**src/rtl/core/lrcp_pkg.sv**
```systemverilog
`default_nettype none
// ----------------------------------------------------------------------------
// lrcp_pkg
// Shared types and constants of the lidar closest point finder.
// ----------------------------------------------------------------------------
package lrcp_pkg;

    localparam int unsigned TRIG_DEPTH_DEFAULT = 1024;
    localparam int unsigned QUEUE_DEPTH        = 4;
    localparam int unsigned QUANT_LAT          = 2;
    localparam int unsigned SINE_LAT           = 5;
    localparam int unsigned ITEM_STAGES        = QUANT_LAT + SINE_LAT + 2;

    localparam int unsigned CFG_IDX_W = 3;
    localparam int unsigned CFG_DATA_W = 16;

    localparam logic [CFG_IDX_W-1:0] CFG_DOWNSAMPLE_RATE = 3'd0;
    localparam logic [CFG_IDX_W-1:0] CFG_ANGLE_START     = 3'd1;
    localparam logic [CFG_IDX_W-1:0] CFG_ANGLE_STEP      = 3'd2;
    localparam logic [CFG_IDX_W-1:0] CFG_FORWARD_MIN     = 3'd3;
    localparam logic [CFG_IDX_W-1:0] CFG_FORWARD_MAX     = 3'd4;
    localparam logic [CFG_IDX_W-1:0] CFG_HALF_WIDTH      = 3'd5;

    localparam logic [15:0] RANGE_INF    = 16'hFFFF;
    localparam logic [15:0] QUARTER_TURN = 16'd16384;

    typedef struct packed {
        logic [7:0]  keep_every;
        logic [15:0] angle_start;
        logic [15:0] angle_step;
        logic [15:0] forward_min_mm;
        logic [15:0] forward_max_mm;
        logic [14:0] half_width_mm;
    } t_cfg;

    localparam t_cfg CFG_RESET = '{
        keep_every:      8'd5,
        angle_start:     16'hE000,
        angle_step:      16'd182,
        forward_min_mm:  16'd300,
        forward_max_mm:  16'd1000,
        half_width_mm:   15'd500
    };

    typedef struct packed {
        logic        kept;
        logic        last;
        logic        live;
        logic [15:0] range_mm;
    } t_sample;

    typedef struct packed {
        t_sample     smp;
        logic [15:0] angle;
    } t_qent;

    typedef struct packed {
        logic    valid;
        t_sample smp;
    } t_item;

endpackage
`default_nettype wire

```
**src/rtl/core/lrcp_queue.sv**
```systemverilog
`default_nettype none
// ----------------------------------------------------------------------------
// lrcp_queue
// Short register queue between the sample front end and the geometry back end.
// ----------------------------------------------------------------------------
module lrcp_queue
    import lrcp_pkg::*;
(
    input  wire logic  i_clk,
    input  wire logic  i_rst_n,
    input  wire logic  i_push,
    input  wire t_qent i_data,
    input  wire logic  i_pop,
    output t_qent      o_data,
    output logic       o_full,
    output logic       o_empty
);

    localparam int unsigned AW = $clog2(QUEUE_DEPTH);

    t_qent           r_mem [0:QUEUE_DEPTH-1];
    logic [AW-1:0]   r_wr;
    logic [AW-1:0]   r_rd;
    logic [AW:0]     r_count;
    logic            w_push;
    logic            w_pop;

    assign o_full  = (r_count == (AW+1)'(QUEUE_DEPTH));
    assign o_empty = (r_count == '0);
    assign o_data  = r_mem[r_rd];
    assign w_push  = i_push && !o_full;
    assign w_pop   = i_pop && !o_empty;

    always_ff @(posedge i_clk) begin
        if (!i_rst_n) begin
            r_wr    <= '0;
            r_rd    <= '0;
            r_count <= '0;
        end else begin
            if (w_push) begin
                r_wr <= r_wr + 1'b1;
            end
            if (w_pop) begin
                r_rd <= r_rd + 1'b1;
            end
            if (w_push && !w_pop) begin
                r_count <= r_count + 1'b1;
            end else if (w_pop && !w_push) begin
                r_count <= r_count - 1'b1;
            end
        end
    end

    always_ff @(posedge i_clk) begin
        if (w_push) begin
            r_mem[r_wr] <= i_data;
        end
    end

endmodule
`default_nettype wire

```
**src/rtl/core/lrcp_front.sv**
```systemverilog
`default_nettype none
// ----------------------------------------------------------------------------
// lrcp_front
// Downsample phase and scan angle tracking; queues kept and scan end samples.
// ----------------------------------------------------------------------------
module lrcp_front
    import lrcp_pkg::*;
(
    input  wire logic        i_clk,
    input  wire logic        i_rst_n,
    input  wire t_cfg        i_cfg,
    input  wire logic        i_valid,
    input  wire logic        i_full,
    input  wire logic [15:0] i_range_mm,
    input  wire logic        i_range_invalid,
    input  wire logic        i_scan_end,
    output logic             o_push,
    output t_qent            o_entry
);

    logic [7:0]  r_phase;
    logic [15:0] r_angle_acc;
    logic [7:0]  n_phase;
    logic [15:0] n_angle_acc;
    logic [7:0]  w_rate;
    logic [8:0]  w_phase_inc;
    logic        w_accept;
    logic        w_kept;

    assign w_accept = i_valid && !i_full;
    assign w_kept   = (r_phase == '0);
    assign w_rate   = (i_cfg.keep_every == '0) ? 8'd1 : i_cfg.keep_every;
    assign w_phase_inc = {1'b0, r_phase} + 9'd1;

    always_comb begin
        n_phase     = (w_phase_inc >= {1'b0, w_rate}) ? 8'd0 : w_phase_inc[7:0];
        n_angle_acc = r_angle_acc + i_cfg.angle_step;
        if (i_scan_end) begin
            n_phase     = '0;
            n_angle_acc = '0;
        end
    end

    always_ff @(posedge i_clk) begin
        if (!i_rst_n) begin
            r_phase     <= '0;
            r_angle_acc <= '0;
        end else if (w_accept) begin
            r_phase     <= n_phase;
            r_angle_acc <= n_angle_acc;
        end
    end

    assign o_push               = w_accept && (w_kept || i_scan_end);
    assign o_entry.smp.kept     = w_kept;
    assign o_entry.smp.last     = i_scan_end;
    assign o_entry.smp.live     = w_kept && !i_range_invalid && (i_range_mm != '0);
    assign o_entry.smp.range_mm = i_range_mm;
    assign o_entry.angle        = i_cfg.angle_start + r_angle_acc;

endmodule
`default_nettype wire

```
**src/rtl/core/lrcp_angle_quant.sv**
```systemverilog
`default_nettype none
// ----------------------------------------------------------------------------
// lrcp_angle_quant
// Snaps a binary angle to the trig grid: k = angle*D >> 16, result k*65536/D
// by a scaled reciprocal multiply, exact for every k below D. Two stages.
// ----------------------------------------------------------------------------
module lrcp_angle_quant
    import lrcp_pkg::*;
#(
    parameter int unsigned TRIG_TABLE_DEPTH = TRIG_DEPTH_DEFAULT
) (
    input  wire logic        i_clk,
    input  wire logic        i_en,
    input  wire logic [15:0] i_angle,
    output logic [15:0]      o_angle
);

    localparam int unsigned KW = (TRIG_TABLE_DEPTH > 1) ? $clog2(TRIG_TABLE_DEPTH) : 1;
    localparam int unsigned PW = 16 + $clog2(TRIG_TABLE_DEPTH + 1);
    localparam int unsigned SH = 2 * KW;
    localparam int unsigned MW = KW + 18;
    localparam int unsigned QW = KW + MW;
    // ceil(2^(16+SH) / D); error stays below one grid step since 2^SH >= D*D
    localparam longint unsigned RECIP_L =
        ((64'd1 << (16 + SH)) + 64'(TRIG_TABLE_DEPTH) - 64'd1) / 64'(TRIG_TABLE_DEPTH);
    localparam logic [MW-1:0] RECIP = MW'(RECIP_L);

    logic [PW-1:0] w_prod;
    logic [QW-1:0] w_quo;
    logic [KW-1:0] r_k;
    logic [15:0]   r_qa;

    assign w_prod = PW'(i_angle) * PW'(TRIG_TABLE_DEPTH);
    assign w_quo  = QW'(r_k) * QW'(RECIP);

    always_ff @(posedge i_clk) begin
        if (i_en) begin
            r_k  <= w_prod[16 +: KW];
            r_qa <= w_quo[SH +: 16];
        end
    end

    assign o_angle = r_qa;

endmodule
`default_nettype wire

```
**src/rtl/core/lrcp_sine.sv**
```systemverilog
`default_nettype none
// ----------------------------------------------------------------------------
// lrcp_sine
// Pipelined Q15 sine of a binary angle: quadrant fold and odd polynomial,
// one multiply per stage after the fold. Returns magnitude and sign.
// ----------------------------------------------------------------------------
module lrcp_sine
    import lrcp_pkg::*;
(
    input  wire logic        i_clk,
    input  wire logic        i_en,
    input  wire logic [15:0] i_angle,
    output logic [15:0]      o_mag,
    output logic             o_neg
);

    logic [14:0] w_fold;
    logic [31:0] w_p2;
    logic [31:0] w_p3;
    logic [15:0] w_c4;
    logic [31:0] w_p4;
    logic [15:0] w_c5;
    logic [31:0] w_p5;

    logic [15:0] r_z1, r_z2, r_z3, r_z4;
    logic [15:0] r_sq2, r_sq3;
    logic [11:0] r_t3;
    logic [14:0] r_t4;
    logic [15:0] r_mag5;
    logic        r_neg1, r_neg2, r_neg3, r_neg4, r_neg5;

    assign w_fold = i_angle[14] ? (15'd16384 - {1'b0, i_angle[13:0]})
                                : {1'b0, i_angle[13:0]};
    assign w_p2   = 32'(r_z1) * 32'(r_z1);
    assign w_p3   = 32'd2320 * 32'(r_sq2);
    assign w_c4   = 16'd21024 - 16'(r_t3);
    assign w_p4   = 32'(w_c4) * 32'(r_sq3);
    assign w_c5   = 16'd51472 - 16'(r_t4);
    assign w_p5   = 32'(w_c5) * 32'(r_z4);

    always_ff @(posedge i_clk) begin
        if (i_en) begin
            r_z1   <= {w_fold, 1'b0};
            r_neg1 <= i_angle[15];

            r_sq2  <= w_p2[30:15];
            r_z2   <= r_z1;
            r_neg2 <= r_neg1;

            r_t3   <= w_p3[26:15];
            r_sq3  <= r_sq2;
            r_z3   <= r_z2;
            r_neg3 <= r_neg2;

            r_t4   <= w_p4[29:15];
            r_z4   <= r_z3;
            r_neg4 <= r_neg3;

            r_mag5 <= w_p5[30:15];
            r_neg5 <= r_neg4;
        end
    end

    assign o_mag = r_mag5;
    assign o_neg = r_neg5;

endmodule
`default_nettype wire

```
**src/rtl/core/lrcp_back.sv**
```systemverilog
`default_nettype none
// ----------------------------------------------------------------------------
// lrcp_back
// Angle snap, sine and cosine, range scaling, rectangle test, nearest point
// tracking and the result register. The whole pipe advances when the result
// register can take a new value.
// ----------------------------------------------------------------------------
module lrcp_back
    import lrcp_pkg::*;
#(
    parameter int unsigned TRIG_TABLE_DEPTH = TRIG_DEPTH_DEFAULT
) (
    input  wire logic        i_clk,
    input  wire logic        i_rst_n,
    input  wire t_cfg        i_cfg,
    input  wire t_qent       i_entry,
    input  wire logic        i_empty,
    output logic             o_pop,
    output logic             o_valid,
    input  wire logic        i_stall,
    output logic             o_sample_kept,
    output logic [15:0]      o_filtered_range_mm,
    output logic             o_summary_valid,
    output logic             o_obstacle_found,
    output logic [15:0]      o_nearest_range_mm,
    output logic [16:0]      o_nearest_x_mm,
    output logic [16:0]      o_nearest_y_mm
);

    localparam int unsigned LAST = ITEM_STAGES - 1;
    localparam int unsigned TRIG_AT = QUANT_LAT + SINE_LAT - 1;

    logic        w_en;
    t_item       r_item [0:LAST];
    t_sample     w_smp;
    logic [15:0] w_qa;
    logic [15:0] w_cos_mag, w_sin_mag;
    logic        w_cos_neg, w_sin_neg;

    logic [31:0] r_prod_x, r_prod_y;
    logic        r_pneg_x, r_pneg_y;
    logic [32:0] w_rnd_x, w_rnd_y;
    logic [15:0] r_vx, r_vy;
    logic        r_vneg_x, r_vneg_y;

    logic signed [16:0] w_x, w_y;
    logic signed [16:0] w_fmin, w_fmax;
    logic               w_hit;
    logic               w_better;
    logic               w_fire;

    logic        r_hit;
    logic [15:0] r_best_range;
    logic [16:0] r_best_x, r_best_y;
    logic        n_hit;
    logic [15:0] n_best_range;
    logic [16:0] n_best_x, n_best_y;

    logic        r_o_valid;
    logic        r_o_kept;
    logic [15:0] r_o_filtered;
    logic        r_o_summary;
    logic        r_o_obstacle;
    logic [15:0] r_o_range;
    logic [16:0] r_o_x, r_o_y;

    assign w_en  = !r_o_valid || !i_stall;
    assign o_pop = w_en && !i_empty;

    always_ff @(posedge i_clk) begin
        if (!i_rst_n) begin
            for (int s = 0; s <= LAST; s++) begin
                r_item[s] <= '0;
            end
        end else if (w_en) begin
            r_item[0].valid <= !i_empty;
            r_item[0].smp   <= i_entry.smp;
            for (int s = 1; s <= LAST; s++) begin
                r_item[s] <= r_item[s-1];
            end
        end
    end

    lrcp_angle_quant #(
        .TRIG_TABLE_DEPTH (TRIG_TABLE_DEPTH)
    ) u_quant (
        .i_clk   (i_clk),
        .i_en    (w_en),
        .i_angle (i_entry.angle),
        .o_angle (w_qa)
    );

    lrcp_sine u_cos (
        .i_clk   (i_clk),
        .i_en    (w_en),
        .i_angle (w_qa + QUARTER_TURN),
        .o_mag   (w_cos_mag),
        .o_neg   (w_cos_neg)
    );

    lrcp_sine u_sin (
        .i_clk   (i_clk),
        .i_en    (w_en),
        .i_angle (w_qa),
        .o_mag   (w_sin_mag),
        .o_neg   (w_sin_neg)
    );

    // range * trig, then round half away from zero on the magnitude
    assign w_rnd_x = {1'b0, r_prod_x} + 33'd16384;
    assign w_rnd_y = {1'b0, r_prod_y} + 33'd16384;

    always_ff @(posedge i_clk) begin
        if (w_en) begin
            r_prod_x <= 32'(r_item[TRIG_AT].smp.range_mm) * 32'(w_cos_mag);
            r_prod_y <= 32'(r_item[TRIG_AT].smp.range_mm) * 32'(w_sin_mag);
            r_pneg_x <= w_cos_neg;
            r_pneg_y <= w_sin_neg;
            r_vx     <= w_rnd_x[30:15];
            r_vy     <= w_rnd_y[30:15];
            r_vneg_x <= r_pneg_x;
            r_vneg_y <= r_pneg_y;
        end
    end

    assign w_smp  = r_item[LAST].smp;
    assign w_fire = w_en && r_item[LAST].valid;
    assign w_x    = r_vneg_x ? -$signed({1'b0, r_vx}) : $signed({1'b0, r_vx});
    assign w_y    = r_vneg_y ? -$signed({1'b0, r_vy}) : $signed({1'b0, r_vy});
    assign w_fmin = $signed({i_cfg.forward_min_mm[15], i_cfg.forward_min_mm});
    assign w_fmax = $signed({i_cfg.forward_max_mm[15], i_cfg.forward_max_mm});

    assign w_hit = w_smp.live && (w_x >= w_fmin) && (w_x <= w_fmax)
                   && (r_vy <= {1'b0, i_cfg.half_width_mm});
    assign w_better = w_hit && (!r_hit || (w_smp.range_mm < r_best_range));

    always_comb begin
        n_hit        = r_hit || w_hit;
        n_best_range = r_best_range;
        n_best_x     = r_best_x;
        n_best_y     = r_best_y;
        if (w_better) begin
            n_best_range = w_smp.range_mm;
            n_best_x     = w_x;
            n_best_y     = w_y;
        end
    end

    always_ff @(posedge i_clk) begin
        if (!i_rst_n) begin
            r_hit        <= 1'b0;
            r_best_range <= RANGE_INF;
            r_best_x     <= '0;
            r_best_y     <= '0;
        end else if (w_fire) begin
            if (w_smp.last) begin
                r_hit        <= 1'b0;
                r_best_range <= RANGE_INF;
                r_best_x     <= '0;
                r_best_y     <= '0;
            end else begin
                r_hit        <= n_hit;
                r_best_range <= n_best_range;
                r_best_x     <= n_best_x;
                r_best_y     <= n_best_y;
            end
        end
    end

    always_ff @(posedge i_clk) begin
        if (!i_rst_n) begin
            r_o_valid <= 1'b0;
        end else if (w_en) begin
            r_o_valid <= r_item[LAST].valid;
        end
    end

    always_ff @(posedge i_clk) begin
        if (w_fire) begin
            r_o_kept     <= w_smp.kept;
            r_o_filtered <= w_smp.kept ? (w_hit ? w_smp.range_mm : RANGE_INF) : '0;
            r_o_summary  <= w_smp.last;
            r_o_obstacle <= w_smp.last && n_hit;
            r_o_range    <= w_smp.last ? n_best_range : '0;
            r_o_x        <= w_smp.last ? n_best_x : '0;
            r_o_y        <= w_smp.last ? n_best_y : '0;
        end
    end

    assign o_valid             = r_o_valid;
    assign o_sample_kept       = r_o_kept;
    assign o_filtered_range_mm = r_o_filtered;
    assign o_summary_valid     = r_o_summary;
    assign o_obstacle_found    = r_o_obstacle;
    assign o_nearest_range_mm  = r_o_range;
    assign o_nearest_x_mm      = r_o_x;
    assign o_nearest_y_mm      = r_o_y;

endmodule
`default_nettype wire

```
**src/rtl/core/lidar_roi_closest_point_top.sv**
```systemverilog
`default_nettype none
// ----------------------------------------------------------------------------
// lidar_roi_closest_point_top
// Forward rectangle obstacle finder over a stream of lidar range samples.
//
// Input channel (i_valid / o_stall): one raw range sample per transfer.
// One sample in N of a scan is kept, N set by the keep-rate register; a kept
// sample or a sample flagged i_scan_end yields one result, others yield none.
// Output channel (o_valid / i_stall): one result per transfer; the scan end
// result carries the nearest in-rectangle point and the obstacle flag.
// Config channel (i_cfg_valid / o_cfg_ready): ready is always high; write
// only while the block is idle.
// Throughput: one sample per cycle while o_stall is low. From input transfer
// to o_valid a sample passes the four-entry queue, the 2-stage angle snap
// (it pops the queue once the transfer has written it), the 5-stage sine
// polynomial, two scaling stages and the result register.
// i_stall freezes the back pipe; the four-entry queue then fills and o_stall
// rises.
// Reset (synchronous, active low) restores register defaults, clears the
// scan phase, angle accumulator, nearest point tracking and all valids.
// ----------------------------------------------------------------------------
module lidar_roi_closest_point_top
    import lrcp_pkg::*;
#(
    parameter int unsigned TRIG_TABLE_DEPTH = TRIG_DEPTH_DEFAULT
) (
    input  wire logic                  i_clk,
    input  wire logic                  i_rst_n,
    input  wire logic                  i_valid,
    output logic                       o_stall,
    input  wire logic [15:0]           i_range_mm,
    input  wire logic                  i_range_invalid,
    input  wire logic                  i_scan_end,
    output logic                       o_valid,
    input  wire logic                  i_stall,
    output logic                       o_sample_kept,
    output logic [15:0]                o_filtered_range_mm,
    output logic                       o_summary_valid,
    output logic                       o_obstacle_found,
    output logic [15:0]                o_nearest_range_mm,
    output logic [16:0]                o_nearest_x_mm,
    output logic [16:0]                o_nearest_y_mm,
    input  wire logic                  i_cfg_valid,
    output logic                       o_cfg_ready,
    input  wire logic [CFG_IDX_W-1:0]  i_cfg_index,
    input  wire logic [CFG_DATA_W-1:0] i_cfg_data
);

    t_cfg  r_cfg;
    logic  w_full;
    logic  w_empty;
    logic  w_push;
    logic  w_pop;
    t_qent w_push_entry;
    t_qent w_head;

    assign o_cfg_ready = 1'b1;
    assign o_stall     = w_full;

    always_ff @(posedge i_clk) begin
        if (!i_rst_n) begin
            r_cfg <= CFG_RESET;
        end else if (i_cfg_valid && o_cfg_ready) begin
            unique case (i_cfg_index)
                CFG_DOWNSAMPLE_RATE: r_cfg.keep_every      <= i_cfg_data[7:0];
                CFG_ANGLE_START:     r_cfg.angle_start     <= i_cfg_data;
                CFG_ANGLE_STEP:      r_cfg.angle_step      <= i_cfg_data;
                CFG_FORWARD_MIN:     r_cfg.forward_min_mm  <= i_cfg_data;
                CFG_FORWARD_MAX:     r_cfg.forward_max_mm  <= i_cfg_data;
                CFG_HALF_WIDTH:      r_cfg.half_width_mm   <= i_cfg_data[14:0];
                default: ;
            endcase
        end
    end

    lrcp_front u_front (
        .i_clk           (i_clk),
        .i_rst_n         (i_rst_n),
        .i_cfg           (r_cfg),
        .i_valid         (i_valid),
        .i_full          (w_full),
        .i_range_mm      (i_range_mm),
        .i_range_invalid (i_range_invalid),
        .i_scan_end      (i_scan_end),
        .o_push          (w_push),
        .o_entry         (w_push_entry)
    );

    lrcp_queue u_queue (
        .i_clk   (i_clk),
        .i_rst_n (i_rst_n),
        .i_push  (w_push),
        .i_data  (w_push_entry),
        .i_pop   (w_pop),
        .o_data  (w_head),
        .o_full  (w_full),
        .o_empty (w_empty)
    );

    lrcp_back #(
        .TRIG_TABLE_DEPTH (TRIG_TABLE_DEPTH)
    ) u_back (
        .i_clk               (i_clk),
        .i_rst_n             (i_rst_n),
        .i_cfg               (r_cfg),
        .i_entry             (w_head),
        .i_empty             (w_empty),
        .o_pop               (w_pop),
        .o_valid             (o_valid),
        .i_stall             (i_stall),
        .o_sample_kept       (o_sample_kept),
        .o_filtered_range_mm (o_filtered_range_mm),
        .o_summary_valid     (o_summary_valid),
        .o_obstacle_found    (o_obstacle_found),
        .o_nearest_range_mm  (o_nearest_range_mm),
        .o_nearest_x_mm      (o_nearest_x_mm),
        .o_nearest_y_mm      (o_nearest_y_mm)
    );

endmodule
`default_nettype wire

```
**config.mk**
```make
export PLATFORM = sky130hd
export DESIGN_NAME = lidar_roi_closest_point_top
export DESIGN_NICKNAME = d
export VERILOG_FILES = /design/src/rtl/core/lrcp_pkg.sv /design/src/rtl/core/lrcp_queue.sv /design/src/rtl/core/lrcp_front.sv /design/src/rtl/core/lrcp_angle_quant.sv /design/src/rtl/core/lrcp_sine.sv /design/src/rtl/core/lrcp_back.sv /design/src/rtl/core/lidar_roi_closest_point_top.sv
export SDC_FILE = /design/constraint.sdc
export NUM_CORES = 2
export LEC_CHECK = 0
export BUFFER_PORTS_ARGS = -buffer_cell sky130_fd_sc_hd__buf_2
export CAP_MARGIN = 25
export CELL_PAD_IN_SITES_DETAIL_PLACEMENT = 1
export CELL_PAD_IN_SITES_GLOBAL_PLACEMENT = 1
export CORE_MARGIN = 3
export CORE_UTILIZATION = 52
export DETAILED_ROUTE_END_ITERATION = 8
export GPL_TIMING_DRIVEN = 0
export PLACE_DENSITY_LB_ADDON = 0.1
export SYNTH_ARGS = -nofsm -noshare
export SYNTH_HDL_FRONTEND = slang
export SYNTH_SLANG_ARGS = --single-unit
```
**constraint.sdc**
```tcl
create_clock -name i_clk -period 33.4 [get_ports i_clk]
set_input_delay 6.68 -clock i_clk [delete_from_list [all_inputs] [get_ports i_clk]]
set_output_delay 6.68 -clock i_clk [all_outputs]
set_load 0.05 [all_outputs]
```
-- After elaboration in Yosys (flattened, before gate mapping)
Memory sizes are Yosys's and may differ from the RTL's. A register that Yosys moved wholly into a read port is not among the register bits.
Index checks and enable logic that the tools add are counted.
- add/sub/neg operators: 18
- multipliers: 10
- magnitude comparators: 5
- equal/unequal tests: 6
- muxes and demuxes: 36
- bitwise operators: 10
- reduce and logical (&&, ||, !) cells: 39
- operator list (kind ; number):
    20-bit 2-to-1 mux ; 8
    17-bit 2-to-1 mux ; 6
    16-bit 2-to-1 mux ; 4
    31-bit by 15-bit adder with 31-bit output (second input constant) ; 2
    16-bit by 16-bit multiplier with 31-bit output ; 2
    16-bit by 15-bit multiplier with 30-bit output ; 2
    16-bit by 16-bit multiplier with 30-bit output ; 2
    15-bit by 15-bit multiplier with 29-bit output ; 2
    8-bit by 16-bit multiplier with 23-bit output (first input constant) ; 2
    16-bit negation with 17-bit output ; 2
    16-bit adder ; 2
    15-bit by 12-bit subtractor with 16-bit output (first input constant) ; 2
    16-bit by 15-bit subtractor with 16-bit output (first input constant) ; 2
    15-bit by 14-bit subtractor with 15-bit output (first input constant) ; 2
    14-bit 2-to-1 mux ; 2
    8-bit 2-to-1 mux ; 3
    19-bit 2-to-1 mux ; 1
    17-bit by 16-bit >= comparator with 1-bit output ; 1
    17-bit by 16-bit less-or-equal comparator with 1-bit output ; 1
    16-bit by 15-bit adder with 16-bit output (second input constant) ; 1
    16-bit by 15-bit less-or-equal comparator with 1-bit output ; 1
    8-bit zero test ; 2
    16-bit less-than comparator ; 1
    16-bit nonzero test ; 1
    18 further kinds ; 70
- register bits: 637
- RAM bits: 320
- input port bits: 42
- logic and storage cells: 190
- memories: 2
- memory list (memory ; depth ; width ; rd ports ; clocked after Yosys merged registers in ; wr ports ; RTL line ; source):
    u_back.r_item ; 9 ; 20 ; 9 ; 0 ; 9 ; lrcp_back.sv:34 ; t_item r_item [0:LAST];
    u_queue.r_mem ; 4 ; 35 ; 1 ; 1 ; 1 ; lrcp_queue.sv:21 ; t_qent r_mem [0:QUEUE_DEPTH-1];

-- Logic depth before layout (Yosys ltp)
- depth after elaboration: 9
- mapped depth: 30
- depth with buffers taken out: 29

-- By module
Synthesis repeated with hierarchy kept, for this count alone.
- cell total of the unflattened synthesis: 9366
- area, all modules: 97933.9 um2
- by module, submodules not included (module ; times used ; cells each ; area each (um2) ; seq. area each (um2)):
    lrcp_back ; 1 ; 3243 ; 33171.8 ; 10620.2
    lrcp_sine at u_back.u_sin ; 1 ; 2606 ; 26185.1 ; 4204.0
    lrcp_sine at u_back.u_cos ; 1 ; 2593 ; 26142.6 ; 4204.0
    lrcp_queue ; 1 ; 231 ; 5591.6 ; 4384.2
    lidar_roi_closest_point_top ; 1 ; 324 ; 3383.2 ; 1741.7
    lrcp_front ; 1 ; 342 ; 2810.2 ; 480.5
    lrcp_angle_quant ; 1 ; 27 ; 649.4 ; 600.6

-- Least setup slack after synthesis
Ideal clock, no wire load.
- path kind: input to register
- start: in i_stall
- end: mem u_back.r_item[0][10] (netlist bit) (data pin)
- setup time: 0.204 ns
- arrival time: 16.490 ns
- data required time: 33.196 ns
- setup slack: 16.706 ns
- cell stages on the path: 4
- path buffers: 2
- path through: nand2_1 -> clkbuf_1 -> clkbuf_1 -> and3_1
- RTL lines (element ; RTL line ; source):
    start, declared ; lidar_roi_closest_point_top.sv:35 ; input wire logic i_stall,
    end, declared ; lrcp_back.sv:34 ;

==> results.cfg <==
[critical_path]
crit_chain = clkbuf_1 > clkbuf_1 > clkbuf_1 > nand3_4 > buf_16 > buf_16
required_ps = 33860
cp.depth = 6
cpMostUsedCell = clkbuf_1
r2r_setup_slack_ps = 24750
end_kind = register
crit_slowest_cell = nand3_4
crit_end = u_back.r_item[0][33]
path_max_fanout = 66
r2r_end = u_back.u_sin.r_t4[13]
path_buf_inv = 5
cp-start-kind = input pin
reg2reg_from = u_back.u_sin.r_t3[0]
critical-path-max-stage-delay_ps = 760
rr_worst_depth = 26
criticalPathCategory = input pin to register
startpoint = i_rst_n
cpLargestDelayFamily = buffers and inverters
worstPathArrival_ps = 10270

[clock_tree]
cts_tree = done
clk-insertion-delay-late_ps = 740
ctsHoldBuffers = 0
cts_resized = 0
clock-root-buffer = clkbuf_16
cts_buffer_depth = 3
path_clk_slew_ps = 60
cts_buffers = 98
cts_sinks = 851
htreeDepth = 3
post_cts_buffers = 0

[timing]
timing.final.crit_period_ps = 9820
timing.fmax_ghz = 0.102
setup_viol_count_final = 0
clock_skew_ps = 67.8
finalHoldViolCount = 0
maxSlewViolCount = 0
rsz0062_at_grt = no
worst_pin_slew_ps = 1120
finalCritPeriodShare_pct = 29.4
timing.hold.ws_ps = 410
fin_tns_setup_ps = 0
slew_headroom_pct = 25.0

[synthesis]
syn_area_um2 = 80500
synth_edf_count = 679
ys_seq_area_share_pct = 29.6
synth_area_leaders = edfxtp_1, fa_1, ha_1, inv_1, and2_1
syn_avg_cell_area_um2 = 10.4
synth_top_area_share_pct = 25.3
synth_largest_area_cell = edfxtp_1
yosysUniqueCellTypes = 75
syn_inst = 7759
async_reset_ff_share_pct = 0
ys.flop_type = edfxtp_1
yosysWarnings = 0
synth-seq-cells = 851

[global_route]
grt_max_degree = 70
grt_remaining_overflow = 0
antenna_found_initial = 23
grt_pass1_wl_um = 367000
gr-usage-all-layers_pct = 30.2
grt_pass1_vias = 63500

[die]
start_util_pct = 52.7
dieHeight_um = 399
io_pins = 114
core_area_um2 = 153000
rows = 143
dieArea_um2 = 160000
die_w_um = 399

[status]
status = completed

[route]
drt_iter0_drc = 3395
drc = 0
num_vias = 56600
dr.pass1.iters = 5
final_antenna_net_count = 0
routed_wl_um = 234000
wl_per_cell_um = 23.1
viasPerCell = 5.58

[placement]
dp_hpwl_um = 188000
placed_cell_area_um2 = 83900
gp_congestion = 0.920
io_buffers = 111

[flow_run]
cap_viol_max_count = 0

[cells_and_area]
syn2layout_area_growth_pct = 8.54
post-route-cell-area_um2 = 87400
drive_gt1_share_pct = 4.50
layout_commonest_cell = inv_1
final_cell_mix = inv_1, fa_1, nand2_1, ha_1, edfxtp_1
num-nets-final = 9900

[worst_hold_path]
holdPathStages = 0
min_path_type = register to register
==> cell usage after synthesis, types with 46 or more instances <==
cell type and n:
and2_1 623, nor2b_1 46, and3_1 205, nor3_1 114, o21ai_0 104, xor2_1 86, xnor2_1 226, a21boi_0 73
a21oi_1 158, dfxtp_1 172, fa_1 986, clkbuf_1 291, nand2_1 980, a21o_1 64, nor2_1 140, edfxtp_1 679
nand3_1 85, inv_1 1393, ha_1 869
==> per-stage QoR <==
step	setup WS, ps	instances	util (%)
after global routing	23470	10100	57.1
after CTS	23640	10100	57.1
final	23580	10100	57.2
after floorplan	16710	7780	-
after detailed placement	22860	9933	54.9
after global placement	11600	9921	54.7
==> layout make-up <==
cell class / instances / area [µm²]
diodes: 30 / 75.1
plain buffers: 303 / 1180
clock buffers: 117 / 2520
clock inverters: 65 / 831
fillers: 16700 / 65400
inverters: 1394 / 5230
multi-input cells: 5232 / 50300
flip-flops and latches: 851 / 23800
well taps: 2030 / 2540
repair buffers: 123 / 801
==> logic make-up (layout without fill, tap and decap cells) <==
kind of cell,count (synthesis),in the layout,share of synthesized area [%]
multiplexers,34,34,0.878
buffers and inverters,1697,2002,7.96
XOR/XNOR,312,312,3.40
AND/OR/NAND/NOR,2332,2332,14.4
flip-flops,851,851,29.6
adder cells (fa/ha/maj),1855,1855,38.0
other,2,53,0.00933
AO/OA/AOI/OAI,676,676,5.72
==> worst min-delay path by stage <==
stage / startpoint / to / slack, ps
floorplan: u_back.u_cos.o_neg / u_back.r_pneg_x / 400
finish: u_back.u_quant.r_k[9] / u_back.u_quant.o_angle[15] / 410
global placement: u_back.u_quant.r_k[8] / u_back.u_quant.o_angle[14] / 400
detailed placement: u_back.u_cos.r_neg4 / u_back.u_cos.o_neg / 410
CTS: u_back.u_quant.r_k[9] / u_back.u_quant.o_angle[15] / 400
global route: u_back.u_quant.r_k[9] / u_back.u_quant.o_angle[15] / 400
==> registers in the layout (all words and copies together), names as in the netlist, 16 cells and up, named ones only <==
name	cells
u_back.r_prod_x	17
u_back.r_best_y	17
u_back.r_best_x	17
u_back.o_filtered_range_mm	16
u_back.o_nearest_y_mm	17
u_back.r_item	180
u_back.u_sin.o_mag	16
u_back.r_best_range	16
u_back.o_nearest_x_mm	17
u_queue.r_mem	116
u_back.r_prod_y	17
u_back.o_nearest_range_mm	16
r_cfg	87
u_back.r_vx	16
u_front.r_angle_acc	16
u_back.u_cos.o_mag	16
u_back.r_vy	16
==> layer usage <==
layer  vias to the layer above  global-route usage, %  routed length [µm]
li1                      25500                      -                   -
met1                     29200                   36.9               92400
met2                      1382                   52.4              117000
met3                       528                   4.22               11600
met4                         4                   14.7               12700
met5                         -                      0                  27
Power is not shown: default switching activity piles up to over one toggle a cycle in this logic, so the estimate is an artifact.
